$ cat config.mk
export PLATFORM = sky130hd
export DESIGN_NAME = drr_core
export DESIGN_NICKNAME = d
export VERILOG_FILES = /design/src/drr_pkg.sv /design/src/drr_core.sv
export SDC_FILE = /design/constraint.sdc
export NUM_CORES = 1
export LEC_CHECK = 0
export ABC_AREA = 1
export BUFFER_PORTS_ARGS = -buffer_cell sky130_fd_sc_hd__buf_4
export CAP_MARGIN = 10
export CELL_PAD_IN_SITES_DETAIL_PLACEMENT = 2
export CELL_PAD_IN_SITES_GLOBAL_PLACEMENT = 2
export CORE_ASPECT_RATIO = 0.75
export CORE_MARGIN = 4
export CORE_UTILIZATION = 36
export CTS_CLUSTER_DIAMETER = 100
export DETAILED_ROUTE_END_ITERATION = 12
export PLACE_DENSITY_LB_ADDON = 0.12
export SYNTH_ARGS = -nofsm -noshare
export SYNTH_HDL_FRONTEND = slang
export SYNTH_SLANG_ARGS = --single-unit
$ cat constraint.sdc
create_clock -name clk_i -period 14.4 [get_ports clk_i]
set_clock_uncertainty 0.1 [all_clocks]
set_input_delay 0.72 -clock clk_i [delete_from_list [all_inputs] [get_ports clk_i]]
set_output_delay 0.72 -clock clk_i [all_outputs]
set_load 0.05 [all_outputs]
$ cat src/drr_pkg.sv
package drr_pkg;

  // Defaults for the top-level parameters
  localparam int unsigned RouteDepthDef = 256;
  localparam int unsigned DelayBitsDef  = 32;

  // Item kinds carried on the input tuser
  localparam logic [1:0] FUNC_SAMPLE = 2'd0;
  localparam logic [1:0] FUNC_TICK   = 2'd1;
  localparam logic [1:0] FUNC_REC    = 2'd2;
  localparam logic [1:0] FUNC_PLAY   = 2'd3;

  // Operating modes
  localparam logic [1:0] MODE_IDLE = 2'd0;
  localparam logic [1:0] MODE_REC  = 2'd1;
  localparam logic [1:0] MODE_PLAY = 2'd2;

  localparam int unsigned FuncW     = 2;
  localparam int unsigned EntriesW  = 9;
  localparam int unsigned PayloadW  = 32;
  localparam int unsigned STdataW   = 32;
  localparam int unsigned MTdataW   = 48;

  // One drive command; throttle sits in the lowest bits
  typedef struct packed {
    logic signed [7:0] steering;
    logic signed [7:0] direction;
    logic [15:0]       throttle;
  } drive_t;

  typedef struct packed {
    logic [1:0] func;
    drive_t     drive;
  } item_t;

  typedef struct packed {
    logic                drive_valid;
    drive_t              drive;
    logic                replay_end;
    logic                is_recording;
    logic                is_replaying;
    logic [EntriesW-1:0] entries_stored;
  } result_t;

endpackage

$ cat src/drr_core.sv
module drr_core #(
  parameter int unsigned RouteDepth = drr_pkg::RouteDepthDef,
  parameter int unsigned DelayBits  = drr_pkg::DelayBitsDef,
  localparam int unsigned Aw        = $clog2(RouteDepth),
  localparam int unsigned Cw        = $clog2(RouteDepth + 1),
  localparam int unsigned MemW      = drr_pkg::PayloadW + DelayBits
) (
  input  logic             clk_i,
  input  logic             rst_ni,
  input  logic             item_valid_i,
  input  drr_pkg::item_t   item_i,
  input  logic [MemW-1:0]  rd_data_i,
  output logic             mem_we_o,
  output logic [Aw-1:0]    mem_waddr_o,
  output logic [MemW-1:0]  mem_wdata_o,
  output logic             mem_re_o,
  output logic [Aw-1:0]    mem_raddr_o,
  output drr_pkg::result_t result_o
);

  import drr_pkg::*;

  logic [1:0]           mode_q, mode_d;
  logic [Cw-1:0]        count_q, count_d;
  logic [DelayBits-1:0] elapsed_q, elapsed_d;
  logic [Cw-1:0]        cursor_q, cursor_d;
  logic [DelayBits-1:0] countdown_q, countdown_d;
  drive_t               cur_q, cur_d;      // entry at the cursor
  drive_t               last_q, last_d;    // last stored command
  logic [MemW-1:0]      first_q, first_d;  // entry 0, kept for replay start
  logic [Cw-1:0]        cursor_inc;
  logic [MemW-1:0]      new_entry;
  drive_t               rd_drive;
  logic [DelayBits-1:0] rd_delay;

  assign cursor_inc = cursor_q + Cw'(1);
  assign new_entry  = {item_i.drive, elapsed_q};
  assign rd_drive   = rd_data_i[MemW-1:DelayBits];
  assign rd_delay   = rd_data_i[DelayBits-1:0];

  always_comb begin
    mode_d      = mode_q;
    count_d     = count_q;
    elapsed_d   = elapsed_q;
    cursor_d    = cursor_q;
    countdown_d = countdown_q;
    cur_d       = cur_q;
    last_d      = last_q;
    first_d     = first_q;
    mem_we_o    = 1'b0;
    mem_waddr_o = count_q[Aw-1:0];
    mem_wdata_o = new_entry;
    mem_re_o    = 1'b0;
    mem_raddr_o = Aw'(cursor_q + Cw'(2));
    result_o    = '0;

    if (item_valid_i) begin
      unique case (item_i.func)
        FUNC_SAMPLE: begin
          if (mode_q == MODE_REC) begin
            if (count_q == Cw'(RouteDepth)) begin
              mode_d = MODE_IDLE;
            end else if (!(count_q != '0 && last_q == item_i.drive)) begin
              mem_we_o  = 1'b1;
              last_d    = item_i.drive;
              elapsed_d = '0;
              count_d   = count_q + Cw'(1);
              if (count_q == '0) begin
                first_d = new_entry;
              end
            end
          end
        end
        FUNC_TICK: begin
          if (mode_q == MODE_REC) begin
            if (elapsed_q != '1) begin
              elapsed_d = elapsed_q + DelayBits'(1);
            end
          end else if (mode_q == MODE_PLAY) begin
            if (countdown_q > DelayBits'(1)) begin
              countdown_d = countdown_q - DelayBits'(1);
            end else begin
              result_o.drive_valid = 1'b1;
              result_o.drive       = cur_q;
              if (cursor_inc >= count_q) begin
                result_o.replay_end = 1'b1;
                mode_d      = MODE_IDLE;
                cursor_d    = '0;
                countdown_d = '0;
              end else begin
                // advance: the prefetched entry becomes current, fetch the one after
                cursor_d    = cursor_inc;
                cur_d       = rd_drive;
                countdown_d = rd_delay;
                mem_re_o    = 1'b1;
              end
            end
          end
        end
        FUNC_REC: begin
          if (mode_q == MODE_REC) begin
            mode_d = MODE_IDLE;
          end else if (mode_q == MODE_IDLE) begin
            mode_d    = MODE_REC;
            count_d   = '0;
            elapsed_d = '0;
          end
        end
        FUNC_PLAY: begin
          if (mode_q == MODE_PLAY) begin
            result_o.replay_end = 1'b1;
            mode_d      = MODE_IDLE;
            cursor_d    = '0;
            countdown_d = '0;
          end else if (mode_q == MODE_IDLE && count_q != '0) begin
            mode_d      = MODE_PLAY;
            cursor_d    = '0;
            cur_d       = first_q[MemW-1:DelayBits];
            countdown_d = first_q[DelayBits-1:0];
            mem_re_o    = 1'b1;
            mem_raddr_o = Aw'(1);
          end
        end
        default: ;
      endcase
      result_o.is_recording   = (mode_d == MODE_REC);
      result_o.is_replaying   = (mode_d == MODE_PLAY);
      result_o.entries_stored = EntriesW'(count_d);
    end
  end

  always_ff @(posedge clk_i or negedge rst_ni) begin
    if (!rst_ni) begin
      mode_q      <= MODE_IDLE;
      count_q     <= '0;
      elapsed_q   <= '0;
      cursor_q    <= '0;
      countdown_q <= '0;
    end else begin
      mode_q      <= mode_d;
      count_q     <= count_d;
      elapsed_q   <= elapsed_d;
      cursor_q    <= cursor_d;
      countdown_q <= countdown_d;
    end
  end

  always_ff @(posedge clk_i) begin
    cur_q   <= cur_d;
    last_q  <= last_d;
    first_q <= first_d;
  end

endmodule

Yosys cells after proc, flatten, opt, wreduce, memory -nomap -nowiden. Index checks and enable logic that the tools add are counted. W data, S select, Z words.

$lt $le $gt $ge: 2. Bitwise logic cells: 2. Equality and inequality tests: 24. Mux-type cells: 72. Reduce and logical (&&, ||, !) cells: 14. $add $sub $neg: 5. Shift-type cells: 0. Multipliers: 0. Div/mod/pow operators: 0.

Operators by type and width (number): $mux W32 (19); $pmux W32 S2 (2); $mux W34 (3); $mux W9 (11); $pmux W32 S3 (1); $mux W45 (1); $pmux W9 S2 (2); $mux W33 (1); $add A32 B1 Y32 const B (1); $eq A32 B32 Y1 (1); $gt A32 B1 Y1 const B (1); $mux W8 (4); $ne A32 B32 Y1 const B (1); $sub A32 B1 Y32 const B (1); $ne A2 B2 Y1 const B (13); $mux W2 (11); $add A9 B1 Y9 const B (2); $mux W1 (14); $reduce_and A6 Y1 (2); $reduce_and A5 Y1 (2); $eq A9 B9 Y1 const B (1); $ge A9 B9 Y1 (1); $logic_not A9 Y1 (1); $reduce_and A9 Y1 (1); other kinds (13) (22).

Input port bits: 101. Bits in writable memories: 0. Flip-flop bits (word level): 212. Memories: 0. Latch bits: 0. Logic and storage cells: 131. ROM bits: 0.

Longest topological paths before layout. Gate-level depths: netlist (run 1).

Word-level depth: 10. Gate-level depth with buffers: 19.

Least setup slack after synthesis (run 1). OpenSTA, ideal clock, no wires.

Path kind: flip-flop to flip-flop. Start: register cursor_q[2]. End: register cur_q[0] (netlist bit), enable pin. Buffers on the path: 0. Required time: 13.706 ns. Arrival: 7.069 ns. Period minus slack after synthesis: 7.763 ns. Setup time: 0.594 ns. Path slack: 6.637 ns. Stages on the path, launching flop included: 13. Path through: dfrtp_1 inv_1 nor3_1 nand4_1 xor2_1 inv_1 ha_1 a21o_1 nor2_1 nand4_2 nand2_1 inv_1 a2111oi_0.

Longest elaborated chain between the ends: 4.

RTL lines: start: declaration (RTL line drr_core.sv:26) `logic [Cw-1:0] cursor_q, cursor_d;`; start signal: assignment (RTL line drr_core.sv:143) `cursor_q <= cursor_d;`; $add A9 B1 Y9 (RTL line drr_core.sv:36) `assign cursor_inc = cursor_q + Cw'(1);`; $ge A9 B9 Y1 (RTL line drr_core.sv:85) `if (cursor_inc >= count_q) begin`; $ne A2 B2 Y1 (no source line); $reduce_and A8 Y1 (no source line); end signal: assignment (RTL line drr_core.sv:149) `cur_q <= cur_d;`; end: declaration (RTL line drr_core.sv:28) `drive_t cur_q, cur_d;`.

Every way passes these cells. A chain may end at the register's enable or synchronous reset.

Worst setup path in the final report (run 1).
Start: register cursor_q[1]. End: output port mem_re_o.

Longest elaborated chain between the ends: 8.

RTL lines: $add A9 B1 Y9 (RTL line drr_core.sv:36); $ge A9 B9 Y1 (RTL line drr_core.sv:85); $mux W1 (RTL line drr_core.sv:85); $mux W1 (RTL line drr_core.sv:80) `if (countdown_q > DelayBits'(1)) begin`; $mux W1 (RTL line drr_core.sv:79) `end else if (mode_q == MODE_PLAY) begin`; $mux W1 (RTL line drr_core.sv:75) `if (mode_q == MODE_REC) begin`; $pmux W1 S2 (RTL line drr_core.sv:58) `unique case (item_i.func)`; $mux W1 (RTL line drr_core.sv:57) `if (item_valid_i) begin`; end: declaration (RTL line drr_core.sv:16) `output logic mem_re_o,`.

Every way passes these cells.

==> results.md, run 1 <==
Synth:
- The top flip-flop cell by instance count after synthesis is edfxtp_1.
- After synthesis, the netlist uses 54 different library cells.
- After synthesis, the share of flip-flops with an asynchronous set or reset is 39.6%.
- The fraction of the yosys area taken by sequential cells is 46.8%.
- Summing the areas of all compound-gate instances in the mapped netlist gives 7.98% of the synthesized area.
- The number of cells produced by synthesis is 1579.
- The synthesized area is 12700 um^2.
- Sorting the synthesized cells by area gives the leading types as edfxtp_1 (30%), dfrtp_1 (17%), nand2_1 (14%), inv_1 (5.5%), nor2_1 (4.7%).
- For this run, the number of Yosys warnings is 0.
- In the post-synthesis netlist, the cell with the most instances is nand2_1.
- Of the post-synthesis cell area, the dominant cell type holds 30.3%.
- The number of nets handed over by synthesis was 1701.
- Of the post-synthesis cell area, the part taken by muxes is 0%.
- In this run, synthesis inferred 128 flip-flops with an integrated enable.
- By count the netlist is led by nand2_1 (467), inv_1 (186), nor2_1 (158), edfxtp_1 (128), dfrtp_1 (84).
- The average cell area after synthesis is 8.05 um^2.
- The synthesized design spends more area on one cell type than any other, namely edfxtp_1.
- The synthesized-area fraction occupied by xor and xnor cells is 3.10%.
- The dominant combinational cell family by area after synthesis is simple AND/OR/NAND/NOR gates.
- The adder and majority cell fraction of the synthesized area is 2.07%.
- Summing the areas of all and, or, nand and nor instances in the mapped netlist gives 29.7% of the synthesized area.
- The number of register bits inferred by synthesis is 212.

Outcome:
- The flow ran to the end, and the final reports show no timing, DRC or antenna violations.

Clock tree:
- The count of cells resized by post-cts repair is 0.
- The clock latency at the later pin of the worst-skew pair is 530 ps.
- Once the clock tree was built, the setup fixing pass inserted 0 buffers.
- In this run the number of H-tree levels came out at 1.
- TritonCTS created 25 clock buffers.
- The master cell of the clock root buffer is clkbuf_16.
- After clock tree synthesis, the clock-pin slew on the worst setup and hold paths is 60 ps.
- The TritonCTS sink count is 212.
- The number of hold buffers added after CTS was 1.
- The TritonCTS clock tree is done.
- Counting along the longest clock path gives a buffer depth of 3.

Detailed routing:
- The first-iteration detailed-routing DRC count is 545.
- The detail route stage leaves a number of antenna-violating nets equal to 0.
- Detailed routing inserted a total of 11500 vias.
- The detailed-router iteration count before antenna repair is 5.
- The detailed-route DRC error count is 0.
- The routed wirelength normalized by instance count is 20.9 um.
- The via density per instance is 5.13.
- After detailed routing, the total wire length is 46700 um.

Flow run:
- Max-cap violations in this run came to 0.

Setup path:
- The worst reg-to-reg setup slack is 10540 ps.
- The most critical setup path has its startpoint at cursor_q[1].
- Following the worst setup path forward leads to its endpoint at mem_re_o.
- Along the worst path, the maximum fanout reaches 5.
- The critical path contains buffers and inverters numbering 4 combined.
- The endpoint arrival time on the critical path is 3700 ps.
- Walking the worst path, the cells encountered are ha_1 > nand2_1 > o21ai_0 > inv_1 > ha_1 > nand2_1 > inv_1 > nand2_1 > nand2_1 > nand2_1 > nand4_2 > nand2_1 > inv_1 > a2111oi_0 > buf_4.
- The most prevalent standard cell on the critical path is nand2_1.
- The launch instance of the worst register-to-register path is cursor_q[1].
- Data on the critical path is required at its endpoint by 13580 ps.
- For this run, the slowest stage of the critical path takes 450 ps.
- The type of origin of the critical path is a register.
- The instance count on the critical path is 15.
- The worst-case reg-to-reg path depth is 15.
- The setup path with the least slack is of type reg -> out.
- Among all stages on the critical path, the largest delay is contributed by dfrtp_1.
- The capture point of the worst reg-to-reg path is cur_q[17].
- Among cell families on the critical path, the largest total delay comes from simple AND/OR/NAND/NOR gates.
- The worst setup path is captured at an output pin.

Floorplan:
- The die covers 38400 um^2.
- The die is 225 um wide.
- The floorplan has 59 rows.
- The I/O pin count is 228.
- The effective utilization at floorplan is 36.5%.
- The placeable core region is 34800 um^2.
- The height of the chip is 171 um.

Cells and area:
- The number of nets at the end of the flow is 1883.
- The proportion of layout cells with a drive suffix above 1 is 21.4%.
- The area overhead of the layout relative to synthesis is 20.9%.

Place:
- The post-detailed-placement half-perimeter wirelength is 34600 um.
- The weighted congestion reported at the end of routability-driven placement is 0.833.
- Prior to clock tree synthesis, the placed netlist has a worst setup slack of 9690 ps.
- During placement, the flow inserted port buffers numbering 227.

GRT:
- For this run, the total global-route usage over all layers was measured as 24.0%.
- Entering global routing, the biggest net connects 66 pins.
- The number of antenna violations at the first check in global routing is 1.
- The number of global-route vias before repair is 12700.
- For this run the aggregate overflow at the end of global routing stands at 0.
- The first global-routing pass estimated 72900 um of wire.

STA:
- Setup violations remaining at the end of the flow were counted as 0.
- The setup slack of the critical path after layout is 9880 ps.
- After layout, the worst path uses 31.4% of the clock period.
- The final critical path time including I/O delays and setup is 4520 ps.
- In this run the tightest slew margin relative to its limit is 33.9%.
- The final number of max-transition violations is 0.
- At the pin with the least slew margin, the transition time is 989 ps.
- After routing, the total negative slack on setup checks comes to 0 ps.
- The total count of hold-check failures in the final report is 0.
- The maximum achievable frequency is 221 MHz.
- Setup repair after global routing left no endpoint under its margin.

Power:
- VDD sags by at most 0.0926 mV.
- The areal power density over the cells is 142 nW/um^2.
- The leakage power of the design is 0.00703 uW.

Min path:
- The worst hold path belongs to the class in -> reg.
==> stage by stage <==
stage / hold WS, ps / area (um^2) / util, % / std cells / power, uW
floorplan: 324 / 12700 / - / 1579 / 1300
global placement: 396 / 14500 / 41.7 / 2189 / 1490
detailed placement: 403 / 14500 / 41.7 / 2189 / 1520
CTS: 282 / 15300 / 44.1 / 2235 / 2200
global route: 292 / 15400 / 44.2 / 2237 / 2310
finish: 308 / 15400 / 44.2 / 2237 / 2170
==> cell type report <==
class	instances	area (um^2)
clock inverters	16	175
well taps	457	572
diodes	1	2.50
fillers	3988	19400
repair buffers	235	1790
clock buffers	29	651
multi-input cells	1087	5470
flip-flops and latches	212	5950
inverters	200	756
==> logic make-up (layout without fill, tap and decap cells) <==
family          after synthesis  in the layout
other cells                   0              1
flops                       212            212
buf+inv                     280            480
compound gates              175            175
fa+ha+maj                    21             21
simple gates                846            846
xor+xnor                     45             45
==> worst min-delay path by stage <==
stage                     start         end  slack (ps)  depth (start not counted)
finish               item_i[23]  last_q[23]         310                          1
global route         item_i[23]  last_q[23]         290                          1
CTS                  item_i[23]  last_q[23]         280                          1
detailed placement  first_q[56]   cur_q[24]         400                          2
global placement    first_q[33]    cur_q[1]         400                          2
floorplan                rst_ni  count_q[0]         320                          0
==> layer usage <==
metal  part of all wire, %  vias up  GRT usage, %  wire length (um)
met3                   4.4       38          3.57              2070
met2                    47      220          40.2             22100
met1                    47     5810          33.6             21700
li1                      -     5417             -                 -
met4                   1.7        0          4.39               776
met5                     0        -             0                 0
==> power by group <==
group / internal [uW] / leakage [uW] / switching (uW)
clock: 393 / 0.000406 / 265
sequential: 725 / 0.00217 / 97.2
combinational: 222 / 0.00445 / 472
==> flip-flops by register name, summed over array words and instances, names as in the netlist <==
name / flops
last_q: 32
cur_q: 32
cursor_q: 9
countdown_q: 32
elapsed_q: 32
mode_q: 2
first_q: 64
count_q: 9
==> cell usage in the layout, fill, tap and decap left out, types with 4 or more instances in the layout <==
cell type / synthesis / routed
o21ai_1: 43 / 43
nor3_2: 4 / 4
ha_1: 21 / 21
o21ai_0: 29 / 29
a21oi_1: 66 / 66
clkinv_1: 2 / 9
a22oi_2: 9 / 9
edfxtp_1: 128 / 128
o211ai_1: 7 / 7
nor4_1: 5 / 5
nor2_1: 158 / 156
or2_2: 19 / 19
nand4_1: 20 / 20
clkinv_2: 0 / 4
xor2_1: 30 / 30
nor2_4: 5 / 7
nand2_1: 467 / 467
nor3_1: 20 / 20
inv_1: 186 / 186
nand3_1: 79 / 79
inv_2: 11 / 11
dfrtp_1: 84 / 84
xnor2_1: 15 / 15
nand3b_1: 5 / 5
nand2_2: 11 / 11
nor2_2: 31 / 31
o22ai_1: 7 / 7
buf_4: 44 / 233
bufinv_16: 0 / 4
a22oi_1: 5 / 5
clkbuf_16: 0 / 25
Note: power is estimated with default switching activity, not from simulation.
==> run 2: changes to the inputs <==
ABC_AREA = 0   (was 1)
clock period = 4.3 ns   (was 14.4 ns; I/O delays follow)
==> run 2 against run 1 <==
  * Critical path depth down 2
  * First-iteration DRC count up 39%
  * Combinational power rose to 2.7 times the previous value
  * Power increased to 3.2 times the previous value
  * Sequential share of layout area up 0.74 points
  * Worst setup slack worse by 9500 ps
  * Area after synthesis down 11%
  * Sequential power grew to 3.4 times the previous value
  * Count of clock-buffer cells in the layout grew 3
  * Non-clock buffer count up 119
  * Highest routed layer is now met5
==> results.md, run 2 <==
Synth:
- The synthesized area came to 11300 um^2 (-11%).
- Yosys attributes the largest share of cell area to edfxtp_1 (34%), dfrtp_1 (19%), mux2_2 (3.4%), nor2_1 (3.2%), xnor2_1 (3.2%).
- The fraction of the yosys area taken by sequential cells is 52.8% (+6.0 points).
- The number of register bits inferred by synthesis is 212 (unchanged).
- The count of warnings emitted by yosys is 0 (unchanged).
- In the synthesized netlist, the cells that appear most often are edfxtp_1 (128), nor2_1 (96), dfrtp_1 (84), nand2_1 (53), a21oi_1 (48).
- The share of the synthesized area in the top cell type is 34.1% (+3.9 points).
- The number of enable flip-flop cells after synthesis is 128 (unchanged).
- The top flip-flop cell by instance count after synthesis is edfxtp_1.
- The synthesized net count is 1156 (-32%).
- The adder and majority cell fraction of the synthesized area is 2.33% (+0.26 points).
- The average cell area after synthesis is 10.9 um^2 (+35%).
- The cell type with the largest total area after synthesis is edfxtp_1.
- The proportion of synthesized flip-flops having asynchronous set or reset is 39.6% (unchanged).
- The synthesized-area fraction occupied by xor and xnor cells was 4.35% (+1.3 points).
- The multiplexer area fraction after synthesis is 3.84% (+3.8 points).
- The post-synthesis cell type count was 73 (+35%).
- After synthesis, the largest family of logic cells by area is simple AND/OR/NAND/NOR gates.
- The number of cells produced by synthesis is 1034 (-35%).
- The complex-gate fraction of the synthesized area came to 14.6% (+6.6 points).
- The synthesized-area fraction occupied by and/or/nand/nor cells is 16.6% (-13 points).
- The dominant cell by count in the synthesized netlist is edfxtp_1.

Flow run:
- The max-cap check violation count is 0 (unchanged).

Cells and area:
- The area overhead of the layout relative to synthesis is 33.8%.
- In the layout the commonest cells are buf_4 (256), edfxtp_1 (128), dlygate4sd3_1 (96).
- The proportion of layout cells with a drive suffix above 1 is 26.8% (+5.4 points).
- The top register by number of flip-flops is first_q.
- The flip-flop count of the largest register, all copies and words added was 64 (unchanged).
- The library cell used most frequently in the layout, excluding fill and tap cells, is buf_4.
- The number of nets at the end of the flow is 1446 (-23%).
- The antenna cell count is 0 (-1).
- The area of all placed cells without fillers is 15100 um^2 (-1.9%).

Clock tree:
- The clock buffer count from CTS is 24 (-4.0%).
- The CTS clock-pin slew for the worst setup and hold paths is 60 ps (about the same).
- The maximum root-to-sink buffer count was 3 (unchanged).
- The TritonCTS sink count is 212 (unchanged).
- The number of H-tree levels is 1 (unchanged).
- TritonCTS built the clock tree.
- The clock latency at the later pin of the worst-skew pair is 550 ps (+20 ps).
- The master cell of the clock root buffer is clkbuf_16.

Detailed routing:
- The final wirelength is 44500 um (-4.7%).
- The count of antenna-violating nets left after detailed routing is 0 (unchanged).
- The routed wirelength normalized by instance count is 25.6 um (+22%).
- The first-iteration detailed-routing DRC count is 759 (+39%).
- The via density per instance was 5.62 (+9.5%).
- The detailed-route DRC error count is 0 (unchanged).
- The detailed-router iteration count before antenna repair is 6 (+1).
- The total vias in the final route is 9785 (-15%).

Setup path:
- The endpoint arrival time on the critical path is 3630 ps (-70 ps).
- The worst setup path is of the reg -> out kind.
- The type of origin of the critical path is a register.
- The required time at the endpoint of the critical path is 3980 ps (-9600 ps).
- STA classifies the critical path endpoint as an output pin.
- The maximum net fanout on the critical path is 7 (+2).

Place:
- The standard cell area after detailed placement is 13300 um^2 (-8.5%).
- The weighted congestion reported at the end of routability-driven placement is 0.837 (+0.43%).
- The post-detailed-placement half-perimeter wirelength is 29800 um (-14%).
- The count of buffers from port buffering is 227 (unchanged).

Outcome:
- The flow ran to the end, and the final reports show no timing, DRC or antenna violations.

STA:
- Setup repair after global routing left no endpoint under its margin.
- After layout, the minimum clock period comes to 3940 ps.
- The maximum achievable frequency is 254 MHz.
- The actual slew at the worst max-slew pin is 903 ps (-86.2 ps).
- The final number of max-transition violations is 0 (unchanged).
- Of the available clock period, the critical path in the final layout requires 91.7%.
- The total count of hold-check failures in the final report came to 0 (unchanged).
- The number of setup violations in the final report is 0 (unchanged).
- The tightest slew margin relative to the limit was 39.3% (+5.4 points).

Floorplan:
- The I/O pin count is 228 (unchanged).
- The height of the chip is 161 um (-5.6%).
- The die boundary width is 212 um (-5.6%).
- The placeable core region is 30500 um^2 (-12%).
- The effective utilization at floorplan is 37.0% (+0.42 points).
- The die outline area is 34200 um^2 (-11%).
- The total number of placement rows is 55 (-6.8%).

GRT:
- The maximum number of pins on one net before global-route repair is 65 (-1.5%).
- The number of global-route vias before repair is 10500 (-17%).
- The global-route usage over all layers came to 25.6% (+1.6 points).
- The number of antenna violations at the first check in global routing is 2 (+1).
- The final global-route overflow total is 0 (unchanged).
- The wire length of the first global-routing pass came to 67700 um (-7.2%).

Power:
- The worst vdd rail ir drop is 0.349 mV (+280%).
- The sum of internal, switching and leakage power is 6880 uW (+220%).
- The areal power density over the cells is 457 nW/um^2 (+220%).
- The leakage power of the design is 0.00617 uW (-12%).

Min path:
- The worst hold-check path type is in -> reg.
## run 2: cell types whose count changed in the layout (fill, tap and decap cells not counted), moves of 34 or more
cell / delta
nand2_1: -415
inv_1: -156
dlygate4sd3_1: +95
nor2_1: -62
nand3_1: -45
o21ai_1: -42
and2_1: +36
mux2_2: +34
## run 2: logic make-up after synthesis
group,Yosys count
adder cells (fa/ha/maj),21
flip-flops,212
AND/OR/NAND/NOR,355
AO/OA/AOI/OAI,231
multiplexers,39
XOR/XNOR,56
buffers and inverters,120
## run 2: repair_timing
item	CTS	global route
pin swaps	1	0
setup endpoints to repair	4	4
resized for setup	2	5
buffers inserted	2	1
endpoints found under the hold margin	168	0
hold buffers	96	0
## run 2: final cells by class
class | instances | area, um^2
Fill cell | 3119 | 15400
Clock inverter | 12 | 150
Sequential cell | 212 | 5950
Multi-Input combinational cell | 702 | 4780
Timing Repair Buffer | 354 | 2920
Tap cell | 399 | 499
Clock buffer | 32 | 662
Inverter | 30 | 113
## run 2: power breakdown
part           internal, uW  switching, uW
clock                  1270            918
sequential             2430            397
combinational           702           1170
## run 2: worst max-delay path, cell delays in order, from the launching register on
cell,delay (ps)
dfrtp_2,440
ha_1,270
nand3_2,170
nor2_4,150
xor2_1,240
ha_1,310
and4_1,170
a2111oi_1,300
o21ai_1,210
a21oi_2,230
buf_4,150
o22ai_2,70
a21oi_1,160
buf_4,220
## run 2: path summary, 6_finish.rpt
path | from | end | slack (ps) | cells past startpoint
worst min register to register | first_q[23] | countdown_q[23] | 410 | 2
worst max register to register | cursor_q[0] | cur_q[23] | 760 | 12
worst min-delay path | rd_data_i[31] | countdown_q[31] | 60 | 4
min in group asynchronous | rst_ni | countdown_q[6] | 120 | 2
max in group asynchronous | rst_ni | elapsed_q[14] | 2810 | 3
worst max-delay path | cursor_q[0] | result_o[9] | 360 | 13
## run 2: per-stage QoR
| step | utilization (%) | hold WS, ps | setup TNS [ps] | instances | setup WS (ps) |
|---|---|---|---|---|---|
| CTS | 49.4 | 48.0 | 0 | 1740 | 57.7 |
| global placement | 43.5 | 138 | 0 | 1598 | 394 |
| floorplan | - | -181 | -12150 | 1034 | -183 |
| finish | 49.4 | 57.5 | 0 | 1741 | 359 |
| global route | 49.4 | 79.1 | 0 | 1741 | 18.2 |
| detailed placement | 43.5 | 135 | 0 | 1598 | 183 |
## run 2: routing by layer
metal	track usage [%]	vias up	part of all wire, %
li1	-	4443	-
met4	3.78	2	1.6
met1	38.1	5044	47
met2	40.8	254	46
met5	0	-	0.022
met3	3.65	42	4.9
